`config.mk`:
```
export PLATFORM = sky130hd
export DESIGN_NAME = bidirectional_gate_transit_counter_flat
export DESIGN_NICKNAME = d
export VERILOG_FILES = /design/src/rtl/core/bgtc_pkg.sv /design/src/rtl/core/bgtc_if.sv /design/src/rtl/core/bgtc_front.sv /design/src/rtl/core/bgtc_back.sv /design/src/rtl/core/bidirectional_gate_transit_counter.sv /design/src/flat_wrapper.sv
export SDC_FILE = /design/constraint.sdc
export NUM_CORES = 2
export LEC_CHECK = 0
export BUFFER_PORTS_ARGS = -buffer_cell sky130_fd_sc_hd__buf_4
export CORE_UTILIZATION = 39
export DETAILED_ROUTE_END_ITERATION = 10
export GPL_TIMING_DRIVEN = 0
export PLACE_DENSITY = 0.64
export REMOVE_ABC_BUFFERS = 1
export SLEW_MARGIN = 20
export SYNTH_ARGS = -nofsm -noshare
export SYNTH_HDL_FRONTEND = slang
export SYNTH_SLANG_ARGS = --single-unit
```
`constraint.sdc`:
```
create_clock -name clk -period 20.1 [get_ports clk]
set_input_delay 1.005 -clock clk [delete_from_list [all_inputs] [get_ports clk]]
set_output_delay 1.005 -clock clk [all_outputs]
set_load 0.05 [all_outputs]
```
`src/rtl/core/bgtc_pkg.sv`:
```
// ---------------------------------------------------------------------------
// bgtc_pkg
// types and constants shared by the gate transit counter
// ---------------------------------------------------------------------------
package bgtc_pkg;

    localparam int SENSOR_W = 24;
    localparam int STAMP_W  = 32;
    localparam int COUNT_W  = 24;
    localparam int SUM_W    = 48;
    localparam int MEAN_W   = 32;
    localparam int SPEED_W  = 27;
    localparam int CFG_W    = 4;
    localparam int GCNT_W   = 6;
    localparam int NUM_W    = COUNT_W + SPEED_W;
    localparam int STEP_W   = 6;

    localparam logic [CFG_W-1:0]   GATES_RST   = 4'd12;
    localparam logic [COUNT_W-1:0] COUNT_MAX   = 24'hFFFFFF;
    localparam logic [SUM_W-1:0]   SUM_MAX     = 48'hFFFF_FFFF_FFFF;
    localparam logic [SPEED_W-1:0] SPEED_SCALE = 27'd100000000;
    localparam logic [MEAN_W-1:0]  MEAN_MAX    = 32'hFFFF_FFFF;

    localparam logic KIND_SCAN   = 1'b0;
    localparam logic KIND_REPORT = 1'b1;

    typedef struct packed {
        logic                kind;
        logic [SENSOR_W-1:0] sensor_bits;
        logic [STAMP_W-1:0]  now_us;
    } item_t;

    typedef struct packed {
        logic [COUNT_W-1:0] in_count;
        logic [COUNT_W-1:0] out_count;
        logic [MEAN_W-1:0]  in_mean_us;
        logic [MEAN_W-1:0]  out_mean_us;
        logic [SPEED_W-1:0] in_speed;
        logic [SPEED_W-1:0] out_speed;
        logic               in_valid;
        logic               out_valid;
    } report_t;

    // queue head as seen by the back end
    typedef struct packed {
        logic  valid;
        item_t item;
    } head_t;

    typedef enum logic [2:0] {
        ST_IDLE,
        ST_SCAN,
        ST_MUL,
        ST_DIV,
        ST_OUT
    } state_t;

    typedef enum logic [1:0] {
        SEL_MEAN_IN,
        SEL_MEAN_OUT,
        SEL_SPEED_IN,
        SEL_SPEED_OUT
    } div_sel_t;

endpackage

```
`src/rtl/core/bgtc_if.sv`:
```
// ---------------------------------------------------------------------------
// bgtc channel interfaces
// scan input, report output and configuration write channels
// ---------------------------------------------------------------------------
interface bgtc_in_if;
    logic                          valid;
    logic                          ready;
    logic                          kind;
    logic [bgtc_pkg::SENSOR_W-1:0] sensor_bits;
    logic [bgtc_pkg::STAMP_W-1:0]  now_us;

    modport source (output valid, kind, sensor_bits, now_us, input ready);
    modport sink (input valid, kind, sensor_bits, now_us, output ready);
endinterface

interface bgtc_out_if;
    logic                         valid;
    logic                         ready;
    logic [bgtc_pkg::COUNT_W-1:0] in_count;
    logic [bgtc_pkg::COUNT_W-1:0] out_count;
    logic [bgtc_pkg::MEAN_W-1:0]  in_mean_us;
    logic [bgtc_pkg::MEAN_W-1:0]  out_mean_us;
    logic [bgtc_pkg::SPEED_W-1:0] in_speed;
    logic [bgtc_pkg::SPEED_W-1:0] out_speed;
    logic                         in_valid;
    logic                         out_valid;

    modport source (output valid, in_count, out_count, in_mean_us, out_mean_us,
                    in_speed, out_speed, in_valid, out_valid, input ready);
    modport sink (input valid, in_count, out_count, in_mean_us, out_mean_us,
                  in_speed, out_speed, in_valid, out_valid, output ready);
endinterface

interface bgtc_cfg_if;
    logic                       valid;
    logic                       ready;
    logic [bgtc_pkg::CFG_W-1:0] data;

    modport source (output valid, data, input ready);
    modport sink (input valid, data, output ready);
endinterface

```
`src/rtl/core/bgtc_front.sv`:
```
// ---------------------------------------------------------------------------
// bgtc_front
// accepts scan and report words into a two-entry queue
// ---------------------------------------------------------------------------
module bgtc_front (
    input  logic            clk,
    input  logic            rst_n,
    bgtc_in_if.sink         scan_in,
    output bgtc_pkg::head_t head,
    input  logic            pop
);

    bgtc_pkg::item_t slot_reg [2];
    logic            wr_ptr_reg, wr_ptr_next;
    logic            rd_ptr_reg, rd_ptr_next;
    logic [1:0]      fill_reg, fill_next;
    logic            push;
    logic            do_pop;

    assign scan_in.ready = (fill_reg != 2'd2);
    assign push          = scan_in.valid & scan_in.ready;
    assign do_pop        = pop & (fill_reg != 2'd0);

    assign head.valid = (fill_reg != 2'd0);
    assign head.item  = slot_reg[rd_ptr_reg];

    always_comb
    begin
        wr_ptr_next = push ? ~wr_ptr_reg : wr_ptr_reg;
        rd_ptr_next = do_pop ? ~rd_ptr_reg : rd_ptr_reg;
        fill_next   = fill_reg + {1'b0, push} - {1'b0, do_pop};
    end

    always_ff @(posedge clk or negedge rst_n)
    begin
        if (!rst_n)
        begin
            wr_ptr_reg <= 1'b0;
            rd_ptr_reg <= 1'b0;
            fill_reg   <= 2'd0;
        end
        else
        begin
            wr_ptr_reg <= wr_ptr_next;
            rd_ptr_reg <= rd_ptr_next;
            fill_reg   <= fill_next;
        end
    end

    always_ff @(posedge clk)
    begin
        if (push)
        begin
            slot_reg[wr_ptr_reg].kind        <= scan_in.kind;
            slot_reg[wr_ptr_reg].sensor_bits <= scan_in.sensor_bits;
            slot_reg[wr_ptr_reg].now_us      <= scan_in.now_us;
        end
    end

endmodule

```
`src/rtl/core/bgtc_back.sv`:
```
// ---------------------------------------------------------------------------
// bgtc_back
// gate-serial scan engine, accumulators and report divider
// ---------------------------------------------------------------------------
module bgtc_back #(
    parameter int MAX_GATES = 12,
    parameter int TIME_BITS = 32
) (
    input  logic                       clk,
    input  logic                       rst_n,
    input  logic [bgtc_pkg::CFG_W-1:0] gates_in_use,
    input  bgtc_pkg::head_t            head,
    output logic                       pop,
    output bgtc_pkg::report_t          rep,
    output logic                       rep_load,
    input  logic                       rep_free
);

    localparam int GIDX_W = (MAX_GATES > 1) ? $clog2(MAX_GATES) : 1;
    localparam int GW     = bgtc_pkg::GCNT_W;
    localparam int SW     = bgtc_pkg::SUM_W;
    localparam int CW     = bgtc_pkg::COUNT_W;
    localparam int NW     = bgtc_pkg::NUM_W;

    bgtc_pkg::state_t state_reg, state_next;

    // gate state
    logic [MAX_GATES-1:0] armed_reg, dir_out_reg, counted_reg;
    logic [TIME_BITS-1:0] start_mem [MAX_GATES];
    logic [TIME_BITS-1:0] start_rd_reg;

    // scan pipeline
    logic [bgtc_pkg::SENSOR_W-1:0] bits_reg;
    logic [TIME_BITS-1:0]          now_reg;
    logic [GW-1:0]                 issue_reg, n_reg, n_clamp;
    logic [GW-1:0]                 pidx_reg;
    logic                          pv_reg;

    // accumulators and report snapshot
    logic [CW-1:0] cnt_in_reg, cnt_out_reg, rc_in_reg, rc_out_reg;
    logic [SW-1:0] sum_in_reg, sum_out_reg, rs_in_reg, rs_out_reg;
    logic [NW-1:0] prod_in_reg, prod_out_reg;

    // divider
    bgtc_pkg::div_sel_t             sel_reg;
    logic                           busy_reg;
    logic [bgtc_pkg::STEP_W-1:0]    step_reg;
    logic [NW-1:0]                  quo_reg;
    logic [SW-1:0]                  rem_reg, den_reg;
    logic [SW:0]                    rem_sh, rem_sub;
    logic                           ge;
    logic [NW-1:0]                  num_sel;
    logic [SW-1:0]                  den_sel;
    logic                           div_last;

    logic [bgtc_pkg::MEAN_W-1:0]  mean_in_reg, mean_out_reg;
    logic [bgtc_pkg::SPEED_W-1:0] speed_in_reg, speed_out_reg;
    logic [bgtc_pkg::MEAN_W-1:0]  mean_q;
    logic [bgtc_pkg::SPEED_W-1:0] speed_q;

    logic scan_start, rep_start, issue, scan_done;

    // per-gate evaluation
    logic                 e, o, g_armed, g_dir, g_counted;
    logic [GIDX_W-1:0]    pidx;
    logic [TIME_BITS-1:0] elapsed;
    logic                 do_arm, do_count, do_idle;
    logic [SW:0]          sum_add;
    logic [SW-1:0]        sum_acc;

    assign n_clamp = ({2'b00, gates_in_use} > GW'(MAX_GATES)) ? GW'(MAX_GATES)
                                                               : {2'b00, gates_in_use};
    assign issue     = (state_reg == bgtc_pkg::ST_SCAN) && (issue_reg < n_reg);
    assign scan_done = (state_reg == bgtc_pkg::ST_SCAN) && !issue && !pv_reg;
    assign div_last  = busy_reg && (step_reg == bgtc_pkg::STEP_W'(NW));

    // next state
    always_comb
    begin
        state_next = state_reg;
        case (state_reg)
            bgtc_pkg::ST_IDLE:
            begin
                if (head.valid)
                    state_next = (head.item.kind == bgtc_pkg::KIND_REPORT)
                                 ? bgtc_pkg::ST_MUL : bgtc_pkg::ST_SCAN;
            end
            bgtc_pkg::ST_SCAN:
            begin
                if (scan_done)
                    state_next = bgtc_pkg::ST_IDLE;
            end
            bgtc_pkg::ST_MUL:
                state_next = bgtc_pkg::ST_DIV;
            bgtc_pkg::ST_DIV:
            begin
                if (div_last && sel_reg == bgtc_pkg::SEL_SPEED_OUT)
                    state_next = bgtc_pkg::ST_OUT;
            end
            bgtc_pkg::ST_OUT:
            begin
                if (rep_free)
                    state_next = bgtc_pkg::ST_IDLE;
            end
            default:
                state_next = bgtc_pkg::ST_IDLE;
        endcase
    end

    // control strobes
    always_comb
    begin
        scan_start = 1'b0;
        rep_start  = 1'b0;
        rep_load   = 1'b0;
        case (state_reg)
            bgtc_pkg::ST_IDLE:
            begin
                scan_start = head.valid && (head.item.kind == bgtc_pkg::KIND_SCAN);
                rep_start  = head.valid && (head.item.kind == bgtc_pkg::KIND_REPORT);
            end
            bgtc_pkg::ST_OUT:
                rep_load = rep_free;
            default:
            begin
                scan_start = 1'b0;
            end
        endcase
    end
    assign pop = scan_start | rep_start;

    always_comb
    begin
        pidx      = pidx_reg[GIDX_W-1:0];
        e         = bits_reg[0];
        o         = bits_reg[1];
        g_armed   = armed_reg[pidx];
        g_dir     = dir_out_reg[pidx];
        g_counted = counted_reg[pidx];
        elapsed   = now_reg - start_rd_reg;
        do_arm    = pv_reg && !g_armed && (e != o);
        do_count  = pv_reg && g_armed && e && o && !g_counted;
        do_idle   = pv_reg && g_armed && !e && !o;
        sum_acc   = g_dir ? sum_out_reg : sum_in_reg;
        sum_add   = {1'b0, sum_acc} + (SW + 1)'(elapsed);
    end

    // gate flags, scan control, accumulators
    always_ff @(posedge clk or negedge rst_n)
    begin
        if (!rst_n)
        begin
            state_reg   <= bgtc_pkg::ST_IDLE;
            armed_reg   <= '0;
            dir_out_reg <= '0;
            counted_reg <= '0;
            pv_reg      <= 1'b0;
            issue_reg   <= '0;
            n_reg       <= '0;
            cnt_in_reg  <= '0;
            cnt_out_reg <= '0;
            sum_in_reg  <= '0;
            sum_out_reg <= '0;
            busy_reg    <= 1'b0;
            sel_reg     <= bgtc_pkg::SEL_MEAN_IN;
            step_reg    <= '0;
        end
        else
        begin
            state_reg <= state_next;
            if (scan_start)
            begin
                issue_reg <= '0;
                n_reg     <= n_clamp;
            end
            else if (issue)
                issue_reg <= issue_reg + 1'b1;
            pv_reg <= issue;

            if (do_arm)
            begin
                armed_reg[pidx]   <= 1'b1;
                dir_out_reg[pidx] <= o;
                counted_reg[pidx] <= 1'b0;
            end
            if (do_count)
                counted_reg[pidx] <= 1'b1;
            if (do_idle)
            begin
                armed_reg[pidx]   <= 1'b0;
                counted_reg[pidx] <= 1'b0;
            end

            if (rep_start)
            begin
                cnt_in_reg  <= '0;
                cnt_out_reg <= '0;
                sum_in_reg  <= '0;
                sum_out_reg <= '0;
            end
            else if (do_count)
            begin
                if (g_dir)
                begin
                    if (cnt_out_reg != bgtc_pkg::COUNT_MAX)
                        cnt_out_reg <= cnt_out_reg + 1'b1;
                    sum_out_reg <= sum_add[SW] ? bgtc_pkg::SUM_MAX : sum_add[SW-1:0];
                end
                else
                begin
                    if (cnt_in_reg != bgtc_pkg::COUNT_MAX)
                        cnt_in_reg <= cnt_in_reg + 1'b1;
                    sum_in_reg <= sum_add[SW] ? bgtc_pkg::SUM_MAX : sum_add[SW-1:0];
                end
            end

            if (state_reg == bgtc_pkg::ST_MUL)
            begin
                busy_reg <= 1'b0;
                sel_reg  <= bgtc_pkg::SEL_MEAN_IN;
            end
            else if (state_reg == bgtc_pkg::ST_DIV)
            begin
                if (!busy_reg)
                begin
                    busy_reg <= 1'b1;
                    step_reg <= '0;
                end
                else if (div_last)
                begin
                    busy_reg <= 1'b0;
                    sel_reg  <= bgtc_pkg::div_sel_t'(sel_reg + 2'd1);
                end
                else
                    step_reg <= step_reg + 1'b1;
            end
        end
    end

    // start-time memory, registered read
    always_ff @(posedge clk)
    begin
        if (do_arm)
            start_mem[pidx] <= now_reg;
        if (issue)
            start_rd_reg <= start_mem[issue_reg[GIDX_W-1:0]];
    end

    // scan payload
    always_ff @(posedge clk)
    begin
        if (scan_start)
        begin
            bits_reg <= head.item.sensor_bits;
            now_reg  <= TIME_BITS'(head.item.now_us);
        end
        else if (pv_reg)
            bits_reg <= {2'b00, bits_reg[bgtc_pkg::SENSOR_W-1:2]};
        if (issue)
            pidx_reg <= issue_reg;
    end

    // divider operand selection
    always_comb
    begin
        case (sel_reg)
            bgtc_pkg::SEL_MEAN_IN:
            begin
                num_sel = NW'(rs_in_reg);
                den_sel = SW'(rc_in_reg);
            end
            bgtc_pkg::SEL_MEAN_OUT:
            begin
                num_sel = NW'(rs_out_reg);
                den_sel = SW'(rc_out_reg);
            end
            bgtc_pkg::SEL_SPEED_IN:
            begin
                num_sel = prod_in_reg;
                den_sel = rs_in_reg;
            end
            default:
            begin
                num_sel = prod_out_reg;
                den_sel = rs_out_reg;
            end
        endcase
        rem_sh  = {rem_reg, quo_reg[NW-1]};
        ge      = rem_sh >= {1'b0, den_reg};
        rem_sub = rem_sh - {1'b0, den_reg};
        mean_q  = (quo_reg > NW'(bgtc_pkg::MEAN_MAX)) ? bgtc_pkg::MEAN_MAX
                                                       : quo_reg[bgtc_pkg::MEAN_W-1:0];
        speed_q = (quo_reg > NW'(bgtc_pkg::SPEED_SCALE)) ? bgtc_pkg::SPEED_SCALE
                                                          : quo_reg[bgtc_pkg::SPEED_W-1:0];
    end

    // report datapath
    always_ff @(posedge clk)
    begin
        if (rep_start)
        begin
            rc_in_reg  <= cnt_in_reg;
            rc_out_reg <= cnt_out_reg;
            rs_in_reg  <= sum_in_reg;
            rs_out_reg <= sum_out_reg;
        end
        if (state_reg == bgtc_pkg::ST_MUL)
        begin
            prod_in_reg  <= NW'(rc_in_reg * bgtc_pkg::SPEED_SCALE);
            prod_out_reg <= NW'(rc_out_reg * bgtc_pkg::SPEED_SCALE);
        end
        if (state_reg == bgtc_pkg::ST_DIV)
        begin
            if (!busy_reg)
            begin
                quo_reg <= num_sel;
                den_reg <= den_sel;
                rem_reg <= '0;
            end
            else if (div_last)
            begin
                case (sel_reg)
                    bgtc_pkg::SEL_MEAN_IN:  mean_in_reg   <= mean_q;
                    bgtc_pkg::SEL_MEAN_OUT: mean_out_reg  <= mean_q;
                    bgtc_pkg::SEL_SPEED_IN: speed_in_reg  <= speed_q;
                    default:                speed_out_reg <= speed_q;
                endcase
            end
            else
            begin
                rem_reg <= ge ? rem_sub[SW-1:0] : rem_sh[SW-1:0];
                quo_reg <= {quo_reg[NW-2:0], ge};
            end
        end
    end

    always_comb
    begin
        rep.in_count    = rc_in_reg;
        rep.out_count   = rc_out_reg;
        rep.in_valid    = (rc_in_reg != '0) && (rs_in_reg != '0);
        rep.out_valid   = (rc_out_reg != '0) && (rs_out_reg != '0);
        rep.in_mean_us  = rep.in_valid ? mean_in_reg : '0;
        rep.out_mean_us = rep.out_valid ? mean_out_reg : '0;
        rep.in_speed    = rep.in_valid ? speed_in_reg : '0;
        rep.out_speed   = rep.out_valid ? speed_out_reg : '0;
    end

endmodule

```
`src/rtl/core/bidirectional_gate_transit_counter.sv`:
```
// ---------------------------------------------------------------------------
// bidirectional_gate_transit_counter
// dual-beam direction counter for up to MAX_GATES gates
// ---------------------------------------------------------------------------
// channels: scan_in takes one word per scan (kind 0) or report (kind 1);
// report_out gives one word per report; cfg.ready is always high, and
// the user is to write gates_in_use at idle time; the block has no check
// a two-word queue sits in front of the engine, so while it has room
// scan_in takes words as the engine works or a report waits on output
// scan: gates are walked one per cycle through a start-time memory with a
// registered read
// report: a multiply step, then four quotients through one shared
// restoring divider; the next queued word starts once the report is
// registered
// reset clears gate flags, counters, sums and the queue; gates_in_use
// returns to 12, start times are left as they are
// receiver stall: report_out holds its word; the engine keeps running
// scans and stops only when a second report finds the output full
// ---------------------------------------------------------------------------
module bidirectional_gate_transit_counter #(
    parameter int MAX_GATES = 12,
    parameter int TIME_BITS = 32
) (
    input  logic       clk,
    input  logic       rst_n,
    bgtc_cfg_if.sink   cfg,
    bgtc_in_if.sink    scan_in,
    bgtc_out_if.source report_out
);

    logic [bgtc_pkg::CFG_W-1:0] gates_reg;
    bgtc_pkg::head_t            head;
    logic                       pop;
    bgtc_pkg::report_t          rep, out_reg;
    logic                       rep_load;
    logic                       rep_free;
    logic                       ovalid_reg;

    // register write, always accepted
    assign cfg.ready = 1'b1;

    always_ff @(posedge clk or negedge rst_n)
    begin
        if (!rst_n)
            gates_reg <= bgtc_pkg::GATES_RST;
        else if (cfg.valid)
            gates_reg <= cfg.data;
    end

    // front end: accept and queue words
    bgtc_front u_front (
        .clk     (clk),
        .rst_n   (rst_n),
        .scan_in (scan_in),
        .head    (head),
        .pop     (pop)
    );

    // back end: gate walk and report arithmetic
    bgtc_back #(
        .MAX_GATES (MAX_GATES),
        .TIME_BITS (TIME_BITS)
    ) u_back (
        .clk          (clk),
        .rst_n        (rst_n),
        .gates_in_use (gates_reg),
        .head         (head),
        .pop          (pop),
        .rep          (rep),
        .rep_load     (rep_load),
        .rep_free     (rep_free)
    );

    // output register, free when empty or being taken
    assign rep_free = !ovalid_reg || report_out.ready;

    always_ff @(posedge clk or negedge rst_n)
    begin
        if (!rst_n)
            ovalid_reg <= 1'b0;
        else if (rep_load)
            ovalid_reg <= 1'b1;
        else if (report_out.ready)
            ovalid_reg <= 1'b0;
    end

    always_ff @(posedge clk)
    begin
        if (rep_load)
            out_reg <= rep;
    end

    assign report_out.valid       = ovalid_reg;
    assign report_out.in_count    = out_reg.in_count;
    assign report_out.out_count   = out_reg.out_count;
    assign report_out.in_mean_us  = out_reg.in_mean_us;
    assign report_out.out_mean_us = out_reg.out_mean_us;
    assign report_out.in_speed    = out_reg.in_speed;
    assign report_out.out_speed   = out_reg.out_speed;
    assign report_out.in_valid    = out_reg.in_valid;
    assign report_out.out_valid   = out_reg.out_valid;

endmodule

```
`src/flat_wrapper.sv`:
```
// flat-port wrapper written by rule: the top's interface ports become plain ports
module bidirectional_gate_transit_counter_flat 
#(
    parameter int MAX_GATES = 12,
    parameter int TIME_BITS = 32
)
  (clk, rst_n, cfg_valid, cfg_data, cfg_ready, scan_in_valid, scan_in_kind, scan_in_sensor_bits, scan_in_now_us, scan_in_ready, report_out_valid, report_out_in_count, report_out_out_count, report_out_in_mean_us, report_out_out_mean_us, report_out_in_speed, report_out_out_speed, report_out_in_valid, report_out_out_valid, report_out_ready);
  bgtc_cfg_if cfg_i ();
  bgtc_in_if scan_in_i ();
  bgtc_out_if report_out_i ();
  input  logic clk;
  input  logic rst_n;
  input wire logic [$bits(cfg_i.valid)-1:0] cfg_valid;
  input wire logic [$bits(cfg_i.data)-1:0] cfg_data;
  output wire logic [$bits(cfg_i.ready)-1:0] cfg_ready;
  input wire logic [$bits(scan_in_i.valid)-1:0] scan_in_valid;
  input wire logic [$bits(scan_in_i.kind)-1:0] scan_in_kind;
  input wire logic [$bits(scan_in_i.sensor_bits)-1:0] scan_in_sensor_bits;
  input wire logic [$bits(scan_in_i.now_us)-1:0] scan_in_now_us;
  output wire logic [$bits(scan_in_i.ready)-1:0] scan_in_ready;
  output wire logic [$bits(report_out_i.valid)-1:0] report_out_valid;
  output wire logic [$bits(report_out_i.in_count)-1:0] report_out_in_count;
  output wire logic [$bits(report_out_i.out_count)-1:0] report_out_out_count;
  output wire logic [$bits(report_out_i.in_mean_us)-1:0] report_out_in_mean_us;
  output wire logic [$bits(report_out_i.out_mean_us)-1:0] report_out_out_mean_us;
  output wire logic [$bits(report_out_i.in_speed)-1:0] report_out_in_speed;
  output wire logic [$bits(report_out_i.out_speed)-1:0] report_out_out_speed;
  output wire logic [$bits(report_out_i.in_valid)-1:0] report_out_in_valid;
  output wire logic [$bits(report_out_i.out_valid)-1:0] report_out_out_valid;
  input wire logic [$bits(report_out_i.ready)-1:0] report_out_ready;
  assign cfg_i.valid = cfg_valid;
  assign cfg_i.data = cfg_data;
  assign cfg_ready = cfg_i.ready;
  assign scan_in_i.valid = scan_in_valid;
  assign scan_in_i.kind = scan_in_kind;
  assign scan_in_i.sensor_bits = scan_in_sensor_bits;
  assign scan_in_i.now_us = scan_in_now_us;
  assign scan_in_ready = scan_in_i.ready;
  assign report_out_valid = report_out_i.valid;
  assign report_out_in_count = report_out_i.in_count;
  assign report_out_out_count = report_out_i.out_count;
  assign report_out_in_mean_us = report_out_i.in_mean_us;
  assign report_out_out_mean_us = report_out_i.out_mean_us;
  assign report_out_in_speed = report_out_i.in_speed;
  assign report_out_out_speed = report_out_i.out_speed;
  assign report_out_in_valid = report_out_i.in_valid;
  assign report_out_out_valid = report_out_i.out_valid;
  assign report_out_i.ready = report_out_ready;
  bidirectional_gate_transit_counter #(.MAX_GATES(MAX_GATES), .TIME_BITS(TIME_BITS)) u_core (.clk(clk), .rst_n(rst_n), .cfg(cfg_i), .scan_in(scan_in_i), .report_out(report_out_i));
endmodule
```
### Yosys cells after proc, flatten, opt, wreduce, memory -nomap -nowiden

Memories as Yosys holds them, arrays and structs flattened. A register that Yosys moved wholly into a read port is not among the register bits.
Index checks and enable logic that the tools add are counted.

| word-level totals | value |
|---|---|
| output and inout bits | 171 |
| bits in registers | 937 |
| memory bits (writable) | 498 |
| input bits | 66 |
| memories | 2 |
| word-level logic and storage cells | 222 |

Memory list:

| name | depth | width | rd ports | clocked after Yosys merged registers in | wr ports | RTL line | text |
|---|---|---|---|---|---|---|---|
| u_core.u_back.start_mem | 12 | 32 | 1 | 1 | 1 | bgtc_back.sv:29 | `logic [TIME_BITS-1:0] start_mem [MAX_GATES];` |
| u_core.u_front.slot_reg | 2 | 57 | 1 | 0 | 1 | bgtc_front.sv:13 | `bgtc_pkg::item_t slot_reg [2];` |

| cells by class | value |
|---|---|
| muxes and demuxes | 68 |
| equal/unequal tests | 18 |
| add/subtract/negate cells | 10 |
| reductions and logical operators | 57 |
| bitwise logic cells | 15 |
| $mul | 2 |
| $lt $le $gt $ge | 7 |

Operators with widths:

| operator | count |
|---|---|
| $mux 48 | 10 |
| $mux 24 | 10 |
| $pmux 51 s3 | 1 |
| $pmux 48 s3 | 1 |
| $mux 51 | 2 |
| $reduce_bool 48->1 | 2 |
| $mul 24x19->43 const B | 2 |
| $mux 12 | 5 |
| $gt 51x27->1 const B | 1 |
| $gt 51x32->1 const B | 1 |
| $add 48x32->49 | 1 |
| $ge 49x48->1 | 1 |
| $add 24x1->24 const B | 2 |
| $ne 24x24->1 const B | 2 |
| $reduce_bool 24->1 | 2 |
| $sub 48x48->48 | 1 |
| $and 12x12->12 | 3 |
| $mux 32 | 1 |
| $sub 32x32->32 | 1 |
| $mux 27 | 1 |
| $mux 6 | 4 |
| $or 12x12->12 | 2 |
| $reduce_bool 2->1 | 11 |
| $reduce_and 4->1 | 5 |
| other kinds (36) | 105 |

### Longest topological paths before layout

| depth | value |
|---|---|
| depth in word-level cells | 11 |
| mapped depth | 28 |
| mapped depth without buffers | 27 |

### Hierarchy

A second synthesis with hierarchy kept.

| unflattened totals | value |
|---|---|
| cell total of the unflattened synthesis | 6,121 |
| area, all modules | 80,579.8 um^2 |

Modules (own cells, without submodules):

| module | sequential area each (um^2) | area each (um^2) | cells an instance | times used |
|---|---|---|---|---|
| bgtc_back | 34,237.8 | 70,953.0 | 5,746 | 1 |
| bidirectional_gate_transit_counter | 5,172.5 | 5,241.3 | 181 | 1 |
| bgtc_front | 3,523.4 | 4,385.5 | 194 | 1 |

### Worst setup path before layout

Ideal clock, no wire load.

| timing | value |
|---|---|
| path type | input -> register |
| start | input report_out_ready |
| end | register u_core.out_reg, in the netlist u_core.report_out.in_count[0], enable pin |
| arrival | 8,017 ps |
| data required time | 19,402 ps |
| setup time | 698 ps |
| stages on the path | 2 |
| setup slack | 11,386 ps |
| path buffers | 0 |
| path through | nor2b_1 nor2_1 |

| between the ends | value |
|---|---|
| longest elaborated chain between the ends | 2 |

Ends and longest elaborated chain:

| element | RTL line | text |
|---|---|---|
| start: declaration | flat_wrapper.sv:30 | `input wire logic [$bits(report_out_i.ready)-1:0] report_out_ready;` |
| $logic_or 1x1->1 | bidirectional_gate_transit_counter.sv:75 | `assign rep_free = !ovalid_reg \|\| report_out.ready;` |
| $mux 1 | bgtc_back.sv:116 | `case (state_reg)` |
| named net u_core.rep_load | bidirectional_gate_transit_counter.sv:35 | `logic rep_load;` |
| end signal: assignment | bidirectional_gate_transit_counter.sv:90 | `out_reg <= rep;` |
| end: declaration | bidirectional_gate_transit_counter.sv:34 | `bgtc_pkg::report_t rep, out_reg;` |

The timed path passes the listed nets, and every way through them passes these cells.
A chain may end at the register's enable or synchronous reset.

### Worst setup path in the final report

| timing | value |
|---|---|
| start | register u_core.u_back.rc_out_reg[8] |
| end | register u_core.u_back.prod_out_reg[49] (data pin) |

| between the ends | value |
|---|---|
| longest elaborated chain between the ends | 1 |

Ends and longest elaborated chain:

| element | RTL line | text |
|---|---|---|
| start: declaration | bgtc_back.sv:40 | `logic [CW-1:0] cnt_in_reg, cnt_out_reg, rc_in_reg, rc_out_reg;` |
| start signal: assignment | bgtc_back.sv:303 | `rc_out_reg <= cnt_out_reg;` |
| $mul 24x19->43 | bgtc_back.sv:310 | `prod_out_reg <= NW'(rc_out_reg * bgtc_pkg::SPEED_SCALE);` |
| end signal: assignment | bgtc_back.sv:310 |  |
| end: declaration | bgtc_back.sv:42 | `logic [NW-1:0] prod_in_reg, prod_out_reg;` |

Every way passes these cells.

==> flow_summary.yaml <==
outcome:
  status: "complete, but fails checks"
  violations: "DRC"
global_routing:
  met2_usage_pct: 31.3
  grt.busiest_layer: "met2"
  grt_pass1_wl_mm: 304
  gr-usage-met1_pct: 26.1
  overflow: 0
  antenna_found_initial: 3
  grt_max_degree: 108
  grt_use_total_pct: 19.1
  grt_pass1_vias: 49500
  use_met3_pct: 2.56
logic_synthesis:
  synth.avg_cell_area_um2: 13.1
  ys_seq_elements: 1465
  synth_async_sr_flop_share_pct: 14.5
  synth-edff-count: 1253
  synth.area.top_cells: "edfxtp_1, fa_1, ha_1, dfrtp_1, inv_1"
  yosysSeqAreaShare_pct: 53.4
  yosysWarnings: 0
  ys.flop_type: "edfxtp_1"
  yosysTopAreaCell: "edfxtp_1"
  synth_top_area_share_pct: 46.8
  synth.distinct_cells: 95
  syn-instance-count: 6115
  synth_area_um2: 80400
setup_path:
  arrival_ns: 8.39
  end_kind: "register"
  critPathMaxFanout: 8
  startpoint_type: "register"
  criticalPathCategory: "register to register"
  cp_data_required_time_ns: 20.63
sta:
  tightest_slew_ns: 1.16
  hold_viol: 0
  setup_violations: 0
  fin_crit_sh_pct: 39.1
  fmax_ghz: 0.127
  holdWs_ns: 0.352
  period_minus_slack_ns: 7.86
  tns_ns: 0
  finClkSkew_ns: 0.0718
  slew_violations: 0
  rsz0062_at_grt: "false"
  max_slew_margin_pct: 22.6
layout:
  finalInstanceArea_um2: 91800
  largest_register_ffs: 384
  area_growth_syn_to_layout_pct: 14.3
  fin_util_pct: 44.9
  fin_nets: 7349
  final_layout_size_suffix_gt1_share_pct: 12.5
detailed_routing:
  num_vias: 48800
  drtIter0Drc: 4955
  drtAntennaViolNets: 0
  routedWlPerCell_um: 21.5
  first_pass_iters: 11
  viasPerCell: 5.30
  wl_mm: 198
  route.detailed.drc: 1
min_path:
  min_path_type: "input pin to register"
clock_tree:
  cts_tree: "built"
  root_buffer: "clkbuf_16"
  clk_latency_ns: 0.84
  numCtsBuffers: 158
  path_clk_slew_ns: 0.06
  clock-sinks: 1465
  ctsLongestPathBuffers: 3
  htreeDepth: 4
  cts_resized: 0
floorplanning:
  io_pins: 237
  die_h_um: 456
  dieArea_um2: 208000
  start_util_pct: 39.3
  die_w_um: 456
  rows: 166
  core-area_um2: 205000
place:
  place_congestion: 0.902
  detailed_place.area_um2: 86700
  dpl.hpwl_mm: 145
  port_buffers: 235
flow_run:
  cap_violations: 0
## cell usage in the layout (no fill, tap or decap), types with 21 or more instances in the layout
master	instances
nand2_1	238
a31oi_1	27
a21o_1	137
mux2i_1	106
nor2_4	21
nor3_1	42
xor2_1	98
o21ai_0	200
clkbuf_1	42
edfxtp_1	1253
ha_1	484
and3_1	32
o21a_1	39
a22o_1	24
buf_16	34
nand4_1	56
clkinv_1	25
a222oi_1	64
nand2b_1	75
dfrtp_1	204
xnor2_1	128
a211oi_1	65
and2_1	150
nor4_1	37
nand3_1	67
inv_1	839
buf_12	36
o211a_1	43
mux2_2	83
buf_4	238
nor2b_1	35
mux4_2	105
fa_1	412
a311oi_1	27
clkbuf_16	159
nor2_1	335
a21oi_1	245
## cells in the mapped netlist (24+ instances only)
master and n:
ha_1 488, nor2b_1 36, and3_1 38, clkbuf_1 159, xnor2_1 128, a21oi_1 245, a22o_1 24, inv_1 840
nand3_1 69, nand4_1 56, fa_1 412, and2_1 150, buf_1 28, mux2_2 83, a21o_1 137, a311oi_1 27
mux2i_1 106, a211oi_1 65, a31oi_1 27, nor2_1 357, o211a_1 43, xor2_1 98, nor3_1 45, mux4_2 105
nor4_1 38, dfrtp_1 210, o21a_1 39, a222oi_1 64, o21ai_0 200, nand2b_1 75, edfxtp_1 1253, nand2_1 239
## cells by family after synthesis
group,synth area share [%]
fa+ha+maj,17.9
other cells,0.00467
xor+xnor,2.46
flops,53.4
mux,5.43
buf+inv,5.00
compound gates,8.65
simple gates,7.15
## final timing paths
path	startpoint	to	slack, ns	cells past startpoint
min reg2reg	u_core.u_back.sum_in_reg[25]	u_core.u_back.rs_in_reg[25]	0.47	0
min in group asynchronous	rst_n	u_core.gates_reg[0]	0.57	2
min	scan_in_sensor_bits[4]	u_core.u_front.slot_reg[1][36]	0.35	1
max	u_core.u_back.rc_out_reg[8]	u_core.u_back.prod_out_reg[49]	12.24	22
max reg2reg	u_core.u_back.rc_out_reg[8]	u_core.u_back.prod_out_reg[49]	12.24	22
max in group asynchronous	rst_n	u_core.u_back.armed_reg[10]	18.17	5
## stage by stage
stage                     cells  setup WS (ns)
after floorplan            5906          10.94
after global placement     8829           6.57
after detailed placement   8910          12.32
after CTS                  9203          12.23
after global routing       9203          11.95
final                      9204          12.24
## repair_timing
| item | 4_1_cts | 5_1_grt |
|---|---|---|
| hold endpoints to repair | 2 | 0 |
| endpoints found under the setup margin | 0 | 0 |
| setup buffers | 0 | 0 |
| hold buffers | 1 | 0 |
## layer usage
metal / share of wire, % / up-vias / wire length [um]
met2: 48 / 1537 / 94900
met5: 0 / - / 0
met1: 43 / 24500 / 85700
met3: 5.5 / 287 / 10900
met4: 3.4 / 0 / 6720
li1: - / 22400 / -
## worst max-delay path: stages, from the launching register on
cell      delay [ns]
edfxtp_1        0.88
inv_1           0.30
ha_1            0.48
fa_1            0.51
inv_1           0.05
fa_1            0.52
fa_1            0.44
fa_1            0.55
inv_1           0.06
fa_1            0.50
ha_1            0.40
a21o_1          0.18
a21o_1          0.17
a21oi_1         0.15
o211a_1         0.24
nor2_1          0.05
a311oi_1        0.51
a21oi_1         0.27
a41oi_1         0.38
o21ai_0         0.16
a31oi_1         0.36
o21ai_0         0.18
xor2_1          0.18
## area by class of cell
| class | count | area, um2 |
|---|---|---|
| fillers | 18200 | 113000 |
| flip-flops and latches | 1465 | 43000 |
| multi-input cells | 3598 | 33700 |
| clock buffers | 208 | 4230 |
| repair buffers | 317 | 3550 |
| well taps | 2688 | 3360 |
| inverters | 843 | 3180 |
| clock inverters | 84 | 866 |
| diodes | 1 | 2.50 |
Power is not shown: default switching activity piles up to over one toggle a cycle in this logic, so the estimate is an artifact.
